[src/hdl/lpm_ram.sv]
// lpm_ram: generic single write port, single read port ram, registered read
// no dependencies

module lpm_ram #(
  parameter int WIDTH = 8,
  parameter int DEPTH = 16,
  localparam int AW   = (DEPTH > 1) ? $clog2(DEPTH) : 1
) (
  input  logic             clk_i,
  input  logic             we_i,
  input  logic [AW-1:0]    waddr_i,
  input  logic [WIDTH-1:0] wdata_i,
  input  logic [AW-1:0]    raddr_i,
  output logic [WIDTH-1:0] rdata_o
);

  logic [WIDTH-1:0] mem_q [DEPTH];
  logic [WIDTH-1:0] rdata_q;

  always_ff @(posedge clk_i) begin
    if (we_i) begin
      mem_q[waddr_i] <= wdata_i;
    end
    rdata_q <= mem_q[raddr_i];
  end

  assign rdata_o = rdata_q;

endmodule

[config.mk]
export PLATFORM = sky130hd
export DESIGN_NAME = lpm_ram
export DESIGN_NICKNAME = d
export VERILOG_FILES = /design/src/hdl/lpm_ram.sv
export SDC_FILE = /design/constraint.sdc
export NUM_CORES = 1
export LEC_CHECK = 0
export BUFFER_PORTS_ARGS = -buffer_cell sky130_fd_sc_hd__buf_2
export CORE_MARGIN = 5
export CORE_UTILIZATION = 60
export DETAILED_ROUTE_END_ITERATION = 12
export GPL_TIMING_DRIVEN = 0
export PLACE_DENSITY = 0.76
export SYNTH_ARGS = -nofsm -noshare
export SYNTH_HDL_FRONTEND = slang
export SYNTH_SLANG_ARGS = --single-unit
[constraint.sdc]
create_clock -name clk_i -period 3.5 [get_ports clk_i]
set_clock_uncertainty 0.1 [all_clocks]
set_input_delay 0.175 -clock clk_i [delete_from_list [all_inputs] [get_ports clk_i]]
set_output_delay 0.175 -clock clk_i [all_outputs]
set_load 0.01 [all_outputs]
## Word-level counts from Yosys, hierarchy flattened

Memory sizes are Yosys's and may differ from the RTL's. A register that Yosys moved wholly into a read port is not among the register bits.
Cells that the tools add are included.

| word-level totals | value |
|---|---|
| bits in registers | 0 |
| memory bits (writable) | 128 |
| input bits | 18 |
| output and inout bits | 8 |
| word-level logic and storage cells | 3 |
| memories kept | 1 |

Memory list:

| name | depth | width | read ports | clocked after Yosys merged registers in | wr ports | line | text |
|---|---|---|---|---|---|---|---|
| mem_q | 16 | 8 | 1 | 1 | 1 | 17 | `logic [WIDTH-1:0] mem_q [DEPTH];` |

| cells by class | value |
|---|---|
| multiplexer cells | 2 |

Operators by type and width:

| operator | number |
|---|---|
| 2-to-1 mux 1 bit | 2 |

## Depth between registers and ports, before layout

Gate-level depths: netlist of the first run.

| depth | value |
|---|---|
| word-level depth | 2 |
| mapped depth | 5 |
| mapped depth without buffers | 3 |

## Worst setup path after synthesis of the first run

Ideal clock, no wire load.

| path | value |
|---|---|
| kind | in2reg |
| start | input waddr_i[2] |
| end | memory mem_q[0][0], enable pin |
| arrival time | 1285 ps |
| slack | 1732 ps |
| stages | 2 |
| cells stage by stage | or3b_2 nor3_1 |

RTL lines:

| item | line | text |
|---|---|---|
| from (decl) | 11 | `input logic [AW-1:0] waddr_i,` |
| to (decl) | 17 |  |

Straight into the memory's write port.

## Worst setup path after layout of the first run

| path | value |
|---|---|
| start | input waddr_i[2] |
| end | memory mem_q[0][3], enable pin |

Straight into the memory's write port.

==> metrics.md, run 1 <==
| Metric | Value |
|---|---|
| Worst setup EP type | flip-flop |
| DRT antenna net count | 0 |
| Kind of cell adding the most delay to the critical path | simple AND/OR/NAND/NOR gates |
| Status | completed |
| Crit Reg-Reg Endpoint | rdata_o[2]$_DFF_P_ |
| H-Tree Depth | 4 |
| Tot GR Track Use | between 20% and 30% |
| Final wirelength | 9900 um |
| Min Hold Slack | roughly 63 ps |
| Final count of hold timing violations | 0 |
| Measured slew at the worst slew-check pin | between 1000 and 1500 ps |
| Grt ovf | 0 |
| Adder-Cell Fraction of Synth Area | 0% |
| Setup TNS | 0 ps |
| Critical path arrival | 1740 ps |
| Kind of critical path | input port to flip-flop |
| Max incr delay on CP | roughly 920 ps |
| Rows | 33 |
| Post-CTS Resized | 0 |
| CP required | 3520 ps |
| Ant diodes | 0 |
| Fmax | 580 MHz |
| Clk_lat worst skew | between 500 and 600 ps |
| PortBufs | 24 |
| Cell count after synthesis | 229 |
| Synthesized area | 0.00515 mm^2 |
| Number of buffers created by CTS | 17 |
| Final setup margin | 1780 ps |
| Synth warn | 0 |
| Pwr/cell area | 641 mW/mm^2 |
| Die ar. | about 0.011 mm^2 |
| Max-cap viol count | 0 |
| Area growth from synthesis to layout | 19.1% |
| Via count | 2,510 |
| Hold_buf cts | 8 |
| Worst slew margin | around 21% |
| Hold path startpoint | raddr_i[1] |
| R2r setup slk | between 1500 and 2000 ps |
| First-pass GRT wire length | 14,800 um |
| RSZ-0062 raised after global routing | no |
| # DRC | 0 |
| RR Startpoint | mem_q[2][2]$_DFFE_PP_ |
| Vias in the first global route | 2,423 |
| #FFs+latches synth | roughly 140 |
| Mux contribution to synthesized area | approximately 15% |
| WL/cell | about 25 um |
| Netlist cell types | 19 |
| XOR/XNOR share of the synthesized area | 0% |
| Detailed Place HPWL | 5920 um |
| Worst vdd ir | 0.000444 V |
| Setup bufs post-CTS | 0 |
| Core area | between 0.008 and 0.009 mm^2 |
| Longest Clk Path Bufs | 2 |
| Max-slew violations | 0 |
| Non-filler instance count after layout | around 400 |
| Critical path depth | 3 |
| Sequential share of the synthesized area | roughly 78% |
| Vias/cell | between 6 and 7 |
| Synth Area in Compound Gates | under 10% |
| WHS Endpoint | rdata_o[0]$_DFF_P_ |
| Number of clock sinks | ~140 |
| Leak Pwr | ~2.1 nW |
| CTS tree | built |
| Worst-path cell chain | buf_2 > or3b_2 > nor3_1 |
| Largest net degree at the start of global routing | 17 |
| Clk root buf | clkbuf_8 |
| Syn Area/Cell | roughly 22 um^2 |
| Minimum clock period | 1720 ps |
| Num ports | 26 |
| Crit path max fanout | 8 |
| CP bufs+invs | 1 |
| Nets@finish | 298 |
| Simple-Gate Fraction of Synth Area | 3.18% |
| Die height | between 100 and 150 um |
| CP max-delay cell | nor3_1 |
| Post-layout util | about three quarters |
| Placed cell count | ~360 |
| Hold Crit Class | input port to flip-flop |
| R2R depth | 3 |
| Clk pin slew, worst setup/hold paths | approximately 60 ps |
| Worst setup path start | waddr_i[2] |
| Syn nets | 247 |
| Initial Util | around 62% |
| Die Span X | slightly above 100 um |
| 1st-pass router iterations | 5 |
| Share of cells above drive strength 1 | 28.7% |
| Worst slack, placed | roughly 1200 ps |
| Initial antenna violation count | 0 |
| Placer congestion estimate | about 0.71 |
| Finish-stage setup viols | 0 |
| Iter 0 DRT Violations | around 190 |
| Main combinational cell family by area after synthesis | multiplexers |
| Final worst-path cycle share | between 40% and 50% |
| Crit path launch type | input port |
| Hold depth | 4 |
[worst max path at each step]
stage	endpoint	slack, ps
4_1_cts	mem_q[0][3]$_DFFE_PP_	1760
3_5_place_dp	mem_q[0][0]$_DFFE_PP_	1200
6_report	mem_q[0][3]$_DFFE_PP_	1780
3_3_place_gp	mem_q[0][7]$_DFFE_PP_	1180
2_1_floorplan	mem_q[0][0]$_DFFE_PP_	1730
5_1_grt	mem_q[0][6]$_DFFE_PP_	1660
[kinds of logic (layout without fill, tap and decap cells)]
| family | after synthesis | count (layout) |
|---|---|---|
| simple gates | 35 | 35 |
| compound gates | 16 | 16 |
| buf+inv | 10 | 74 |
| flops | 136 | 136 |
| mux | 32 | 32 |
[layout by cell type (no fill, tap or decap)]
master	Yosys	routed
edfxtp_1	128	128
or3b_2	1	1
nand2_1	9	9
a22oi_1	16	16
clkinv_4	0	1
nor3_1	4	3
clkbuf_16	0	16
and2_1	1	1
and2b_1	1	1
dlygate4sd3_1	0	8
nand3b_1	2	2
clkdlybuf4s25_2	3	3
dfxtp_1	8	8
buf_6	3	3
clkbuf_8	0	3
mux4_2	18	18
nand2b_1	2	2
mux4_1	14	14
nor3_2	0	1
bufinv_16	0	5
clkinvlp_4	0	3
buf_4	1	1
nor2_1	13	13
clkinv_2	0	1
buf_2	3	27
inv_6	0	1
clkbuf_1	0	2
nor2b_1	1	1
nand3_1	1	1
[where the power goes]
part / internal [mW] / total (mW) / switching [mW]
logic: 0.0782 / 0.184 / 0.105
clock network: 1.27 / 1.91 / 0.643
registers: 1.82 / 1.83 / 0.00889
total: 3.17 / 3.93 / 0.758
[cells in the mapped netlist, drive strengths merged]
library cell	n	share of area [%]
buf	7	1.1
nor3	4	0.39
nor2b	1	0.12
and2b	1	0.15
mux4	32	15
dfxtp	8	3.1
edfxtp	128	75
or3b	1	0.17
nor2	13	0.95
a22oi	16	2.3
nand3b	2	0.29
nand2	9	0.66
nand3	1	0.097
and2	1	0.12
clkdlybuf4s25	3	0.58
nand2b	2	0.24
[worst min-delay path: stages]
cell	delay, ps
buf_2	150
mux4_1	170
a22oi_1	80
nand2_1	60
[metal layers]
metal | vias to the layer above | GRT usage [%] | wire length [um]
met2 | 144 | 30.3 | 4810
met4 | 0 | 8.17 | 182
met1 | 1276 | 29.9 | 3880
li1 | 1076 | - | -
met3 | 14 | 7.17 | 1030
met5 | - | 0 | 0
[area by class of cell]
cell class	instances	area, um^2
multi-input cells	83	1060
clock buffers	21	449
plain buffers	10	86.3
well taps	105	131
clock inverters	11	195
fillers	445	2170
flip-flops and latches	136	4000
repair buffers	32	200
[flip-flops by register name, summed over array words and instances (netlist names)]
register,count
mem_q,128
rdata_o,8
[per-stage QoR]
step | power, mW | cell area (um^2)
global route | 4.03 | 6130
floorplan | 1.96 | 5150
finish | 3.93 | 6130
CTS | 3.94 | 6120
global placement | 2.03 | 5400
detailed placement | 2.04 | 5400
(Power assumes the default switching activity.)
==> inputs of run 2 (changes only) <==
--- a/config.mk
+++ b/config.mk
@@ -5,6 +5,7 @@
 export SDC_FILE = /design/constraint.sdc
 export NUM_CORES = 1
 export LEC_CHECK = 0
+export ABC_AREA = 1
 export BUFFER_PORTS_ARGS = -buffer_cell sky130_fd_sc_hd__buf_2
 export CORE_MARGIN = 5
 export CORE_UTILIZATION = 60
==> constraint.sdc (replaced) <==
create_clock -name clk_i -period 1.7 [get_ports clk_i]
set_clock_uncertainty 0.1 [all_clocks]
set_input_delay 0.085 -clock clk_i [delete_from_list [all_inputs] [get_ports clk_i]]
set_output_delay 0.085 -clock clk_i [all_outputs]
set_load 0.01 [all_outputs]
==> run 2 against run 1 <==
Net effect:
- worst setup slack lost 1400 ps
- clock power grew 86%
- register-to-register slack lost 1400 ps
- non-clock buffer count increased by 14
- combinational power increased to 2.8 times the previous value
- synthesized cell count grew 140%
- wire length is 38% higher
- die area increased by 11%
- design area up 9.5%
- count of clock-buffer cells in the layout decreased by 4
- core utilization fell by 1.6 points
==> metrics.md, run 2 <==
| Metric | Value |
|---|---|
| Worst setup EP type | flip-flop |
| # DRC | 0 (unchanged) |
| Worst slew margin | 32.8% (+12 points) |
| 1st-pass router iterations | 7 (+2) |
| Hold_buf cts | 10 (+2) |
| Top-count cell post-synth | nand2_1 |
| CTS tree | built |
| #FFs+latches synth | 136 (unchanged) |
| Yosys top cell area share | 66.7% (-8.0 points) |
| Synthesized area | 0.00577 mm^2 (+12%) |
| WL/cell | 18.3 um (-26%) |
| Detailed Place HPWL | 8620 um (+46%) |
| Leak Pwr | 2.93 nW (+41%) |
| Minimum clock period | ~1300 ps |
| R2R depth | 6 (+3) |
| First-pass GRT wire length | 21,100 um (+43%) |
| Synth Flop Type | edfxtp_1 |
| Die ar. | 0.0117 mm^2 (+11%) |
| Crit path launch type | input port |
| Number of clock sinks | 136 (unchanged) |
| Final count of hold timing violations | 0 (unchanged) |
| Syn nets | 569 (+130%) |
| DRT antenna net count | 0 (unchanged) |
| Vias/cell | 5.39 (-15%) |
| Share of cells above drive strength 1 | 12.2% (-16 points) |
| Tot GR Track Use | 25.0% (+4.1 points) |
| Num ports | 26 (unchanged) |
| Setup TNS | 0 ps (unchanged) |
| Vias in the first global route | 3,797 (+57%) |
| Placer congestion estimate | 0.911 (+29%) |
| Area contributors post-synth | edfxtp_1, nand2_1, nand3_1, inv_1, dfxtp_1 |
| Synth warn | 0 (unchanged) |
| R2r setup slk | 570 ps (-1390 ps) |
| WHS Endpoint | rdata_o[1]$_DFF_P_ |
| Via count | 4,006 (+60%) |
| Largest Register | mem_q |
| Grt ovf | 0 (unchanged) |
| Most common cell after layout, fill and taps aside | nand2_1 |
| Max-cap viol count | 0 (unchanged) |
| Post-synth top cells | nand2_1, edfxtp_1, inv_1, nand3_1, nor2_1 |
| Hold depth | 5 (+1) |
| Worst vdd ir | 0.000694 V (+57%) |
| Iter 0 DRT Violations | 477 (+160%) |
| Max-slew violations | 0 (unchanged) |
| Core area | 0.00928 mm^2 (+12%) |
| Post-CTS Resized | 0 (unchanged) |
| Ant diodes | 0 (unchanged) |
| Kind of critical path | input port to flip-flop |
| Number of buffers created by CTS | 17 (unchanged) |
| Sequential share of the synthesized area | 69.4% (-8.4 points) |
| Largest net degree at the start of global routing | 17 (unchanged) |
| Finish-stage setup viols | 0 (unchanged) |
| Die Span X | 108 um (+5.3%) |
| Post-synth EDFFs | 128 (unchanged) |
| PortBufs | 22 (-8.3%) |
| Non-filler instance count after layout | 743 (+87%) |
| Most frequent cells in the layout | nand2_1, edfxtp_1, inv_1, nand3_1, buf_2 |
| Pwr/cell area | 1170 mW/mm^2 (+82%) |
| Critical path arrival | 1640 ps (-100 ps) |
| Initial Util | 62.1% (+0.093 points) |
| Measured slew at the worst slew-check pin | 1000 ps (-178 ps) |
| Syn Area/Cell | 10.5 um^2 (-53%) |
| Nets@finish | 620 (+110%) |
| Clk_lat worst skew | 520 ps (about the same) |
| Placed cell count | 702 (+96%) |
| Initial antenna violation count | 0 (unchanged) |
| Setup bufs post-CTS | 0 (unchanged) |
| Final worst-path cycle share | 78.6% |
| Filler Cells Inserted | 677 (+52%) |
| Longest Clk Path Bufs | 2 (unchanged) |
| CP required | 2000 ps (-1520 ps) |
| Die height | 108 um (+5.3%) |
| Hold path startpoint | raddr_i[1] |
| Rows | 35 (+6.1%) |
| Area growth from synthesis to layout | 16.4% |
| Area leader, netlist | edfxtp_1 |
| Cell count after synthesis | 551 (+140%) |
| Min Hold Slack | 15.5 ps (-47.7 ps) |
| Netlist cell types | 12 (-7) |
| FFs w/ async S/R, synth | 0% (unchanged) |
| Final wirelength | 13,600 um (+38%) |
| Crit path max fanout | 10 (+2) |
| Hold Crit Class | input port to flip-flop |
| Crit Reg-Reg Endpoint | rdata_o[0]$_DFF_P_ |
| Status | completed |
| Clk pin slew, worst setup/hold paths | 60 ps (about the same) |
| RR Startpoint | mem_q[6][0]$_DFFE_PP_ |
| Clk root buf | clkbuf_8 |
| Fmax | between 700 and 800 MHz |
| RSZ-0062 raised after global routing | no |
| H-Tree Depth | 4 (unchanged) |
| Number of flip-flops in the largest register | 128 (unchanged) |
-- run 2: cell count changes after synthesis, moves of 3 or more --
cell and change:
nand3_1 +96, buf_4 +3, nand2_1 +164, mux4_2 -18, clkdlybuf4s25_2 -3, nor3_1 -4
buf_2 +10, nor2_1 +4, buf_6 +3, a22oi_1 -16, mux4_1 -14, inv_1 +100
-- run 2: layout make-up --
class                   instances  area [um^2]  area share (%)
plain buffers                  24          166            2.48
clock buffers                  17          414            6.17
clock inverters                14          158            2.35
inverters                     102          383            5.71
multi-input cells             289         1210            18.1
flip-flops and latches        136         4000            59.7
well taps                     129          161            2.41
repair buffers                 32          210            3.13
-- run 2: how the worst max path moves through the flow --
stage                    start                      to  slack, ps  cells after the start
finish              raddr_i[2]      rdata_o[1]$_DFF_P_        360                      7
global route        raddr_i[2]      rdata_o[1]$_DFF_P_        320                      7
CTS                 raddr_i[2]      rdata_o[0]$_DFF_P_        430                      7
detailed placement  waddr_i[0]  mem_q[12][3]$_DFFE_PP_          4                      4
global placement    waddr_i[3]   mem_q[6][1]$_DFFE_PP_         40                      3
floorplan           waddr_i[2]  mem_q[10][0]$_DFFE_PP_        560                      2
-- run 2: per-layer routing --
layer  vias to the layer above  share of wire (%)  track usage, %  routed length (um)
li1                       1873                  -               -                   -
met1                      1852                 41            35.8                5650
met2                       250                 45            37.8                6150
met3                        31                 11            5.43                1440
met4                         0                2.8            9.74                 376
met5                         -                  0               0                   0
-- run 2: worst max-delay path, stage by stage --
cell,delay [ps]
dlygate4sd3_1,540
buf_2,180
inv_1,240
buf_4,250
nand3_1,160
nand3_1,110
nand2_1,70
-- run 2: power breakdown --
group | internal, mW | switching (mW)
Combinational | 0.159 | 0.356
Clock | 2.21 | 1.34
Sequential | 3.75 | 0.0181
-- run 2: metrics by stage --
step	instance area (um^2)	util, %	power (mW)	setup slack, ps
floorplan	5770	-	4.11	564
global placement	6040	65.0	4.30	42.6
detailed placement	6040	65.0	4.32	4.42
CTS	6710	72.3	7.83	432
global route	6710	72.3	8.06	316
finish	6710	72.3	7.83	364
-- run 2: kinds of logic (layout without fill, tap and decap cells) --
kind of cell	count (synthesis)	count (layout)	share of synthesized area [%]
buffers and inverters	126	189	9.52
AND/OR/NAND/NOR	289	289	21.0
flip-flops	136	136	69.4
==> inputs of run 3 (changes only) <==
==> config.mk (replaced) <==
export PLATFORM = sky130hd
export DESIGN_NAME = lpm_ram
export DESIGN_NICKNAME = d
export VERILOG_FILES = /design/src/hdl/lpm_ram.sv
export SDC_FILE = /design/constraint.sdc
export NUM_CORES = 1
export LEC_CHECK = 0
export ABC_AREA = 0
export BUFFER_PORTS_ARGS = -buffer_cell sky130_fd_sc_hd__buf_2
export CORE_MARGIN = 5
export CORE_UTILIZATION = 54
export DETAILED_ROUTE_END_ITERATION = 12
export GPL_TIMING_DRIVEN = 0
export PLACE_DENSITY = 0.72
export SYNTH_ARGS = -nofsm -noshare
export SYNTH_HDL_FRONTEND = slang
export SYNTH_SLANG_ARGS = --single-unit
==> constraint.sdc (replaced) <==
create_clock -name clk_i -period 1.1 [get_ports clk_i]
set_clock_uncertainty 0.1 [all_clocks]
set_input_delay 0.055 -clock clk_i [delete_from_list [all_inputs] [get_ports clk_i]]
set_output_delay 0.055 -clock clk_i [all_outputs]
set_load 0.01 [all_outputs]
==> run 3 against run 2 <==
Net effect:
- the flow now finishes with violations (hold timing, setup timing)
- combinational power is 29% higher
- sequential power is 55% higher
- worst setup slack lost 650 ps
- register-to-register slack lost 860 ps
- sequential cell count stayed put
- final cell count down 43%
- sequential share of layout area grew 4.5 points
- first-iteration DRC count fell by 62%
- hold slack worse by 67 ps
- critical path type is now flip-flop to flip-flop
- largest cell class unchanged
==> metrics.md, run 3 (synthesized netlist as in run 1, its figures left out) <==
| Metric | Value |
|---|---|
| Pwr/cell area | 1960 mW/mm^2 (+68%) |
| Worst slew margin | 45.9% (+13 points) |
| Tot GR Track Use | 18.7% (-6.3 points) |
| WL/cell | 23.0 um (+26%) |
| Ant diodes | 0 (unchanged) |
| Violated checks | hold timing, setup timing |
| Core area | 0.00928 mm^2 (unchanged) |
| Nets@finish | 298 (-52%) |
| RR Startpoint | mem_q[2][1]$_DFFE_PP_ |
| First-pass GRT wire length | 14,900 um (-29%) |
| Area growth from synthesis to layout | 21.2% |
| Number of clock sinks | 136 (unchanged) |
| Hold depth | 4 (-1) |
| Power, Total | 12.2 mW (+56%) |
| Hold path startpoint | raddr_i[0] |
| Worst vdd ir | 0.00106 V (+52%) |
| Detailed Place HPWL | 5820 um (-32%) |
| Clk root buf | clkbuf_8 |
| Non-filler instance count after layout | 422 (-43%) |
| 1st-pass router iterations | 4 (-3) |
| Final count of hold timing violations | 10 (+10) |
| Placer congestion estimate | 0.739 (-19%) |
| Worst setup EP type | flip-flop |
| CTS tree | built |
| Die Span X | 108 um (-0.37%) |
| Initial Util | 55.4% (-6.7 points) |
| Kind of critical path | flip-flop to flip-flop |
| H-Tree Depth | 4 (unchanged) |
| Final wirelength | 9720 um (-29%) |
| Setup TNS | -2100 ps (-2100 ps) |
| FF+latch area | 0.00401 mm^2 (about the same) |
| Multi-input gate area | 0.00113 mm^2 (-6.8%) |
| WHS Endpoint | rdata_o[7]$_DFF_P_ |
| Measured slew at the worst slew-check pin | 809 ps (-195 ps) |
| Crit path launch type | flip-flop |
| Max-slew violations | 0 (unchanged) |
| Most frequent cells in the layout | edfxtp_1, mux4_2, buf_2, clkbuf_16, nor2_2 |
| Via count | 2,415 (-40%) |
| Filler Cells Inserted | 614 (-9.3%) |
| # DRC | 0 (unchanged) |
| Min Hold Slack | -51.0 ps (-66.5 ps) |
| Clk pin slew, worst setup/hold paths | 60 ps (about the same) |
| CP required | 1410 ps (-590 ps) |
| Largest net degree at the start of global routing | 17 (unchanged) |
| Largest Register | mem_q |
| Critical path arrival | 1690 ps (+50 ps) |
| Initial antenna violation count | 0 (unchanged) |
| Hold_buf cts | 8 (-2) |
| PortBufs | 24 (+9.1%) |
| Leak Pwr | 2.04 nW (-30%) |
| Vias in the first global route | 2,473 (-35%) |
| Grt ovf | 0 (unchanged) |
| Final worst-path cycle share | 126% |
| Final setup margin | -288 ps (-651 ps) |
| Status | finished with violations |
| Rows | 35 (unchanged) |
| Vias/cell | 5.72 (+6.1%) |
| Most common cell after layout, fill and taps aside | edfxtp_1 |
| RSZ-0062 raised after global routing | yes |
| Longest Clk Path Bufs | 2 (unchanged) |
| Hold Crit Class | input port to flip-flop |
| Num ports | 26 (unchanged) |
| Die ar. | 0.0116 mm^2 (-0.74%) |
| Number of flip-flops in the largest register | 128 (unchanged) |
| R2R depth | 3 (-3) |
| Die height | 108 um (-0.37%) |
| Post-layout util | 67.2% (-5.1 points) |
| R2r setup slk | -290 ps (-860 ps) |
| Crit path max fanout | 1 (-9) |
| Worst setup path start | mem_q[2][1]$_DFFE_PP_ |
| DRT antenna net count | 0 (unchanged) |
| Finish-stage setup viols | 8 (+8) |
| Iter 0 DRT Violations | 180 (-62%) |
| Setup bufs post-CTS | 0 (unchanged) |
| Clk_lat worst skew | 520 ps (about the same) |
| Placed cell count | 382 (-46%) |
| Crit Reg-Reg Endpoint | rdata_o[1]$_DFF_P_ |
| Minimum clock period | ~1400 ps |
| Share of cells above drive strength 1 | 43.3% (+31 points) |
| Number of buffers created by CTS | 17 (unchanged) |
| Fmax | 721 MHz |
| Max-cap viol count | 0 (unchanged) |
-- run 3: how the worst max path moves through the flow --
stage	endpoint
5_1_grt	rdata_o[0]$_DFF_P_
4_1_cts	rdata_o[0]$_DFF_P_
6_report	rdata_o[1]$_DFF_P_
3_5_place_dp	mem_q[14][0]$_DFFE_PP_
2_1_floorplan	mem_q[0][0]$_DFFE_PP_
3_3_place_gp	mem_q[15][0]$_DFFE_PP_
-- run 3: what timing repair did --
action / CTS / global route
pin swaps: 4 / 5
endpoints found under the setup margin: 32 / 24
endpoints found under the hold margin: 154 / 2
resized for setup: 10 / 10
-- run 3: per-stage QoR --
stage	setup slack [ps]	cell area, um^2	hold slack [ps]
5_1_grt	-322	6240	-18.9
3_5_place_dp	-537	5480	350
4_1_cts	-305	6210	-47.0
3_3_place_gp	-507	5480	350
6_report	-288	6240	-51.0
2_1_floorplan	-158	5200	53.9
-- run 3: cell type report --
type / count / share of cell area, %
clock inverters: 13 / 2.83
multi-input cells: 83 / 18.1
flip-flops and latches: 136 / 64.2
clock buffers: 19 / 6.92
plain buffers: 10 / 1.93
repair buffers: 32 / 3.41
well taps: 129 / 2.59
-- run 3: power by group --
group | internal, mW | switching [mW] | total, mW
Sequential | 5.80 | 0.0291 | 5.83
Clock | 3.72 | 2.04 | 5.76
Combinational | 0.295 | 0.368 | 0.663
Total | 9.81 | 2.43 | 12.2
-- run 3: layer usage --
metal  track usage [%]  vias to the layer above  wire [um]
li1                  -                     1064          -
met1              25.6                     1238       3900
met2              29.5                       95       4820
met3              3.78                       18        801
met4              7.66                        0        200
met5                 0                        -          0
-- run 3: critical path: stages (launching register included) --
cell	delay (ps)
edfxtp_1	360
mux4_2	490
a22oi_2	240
nand2_1	80
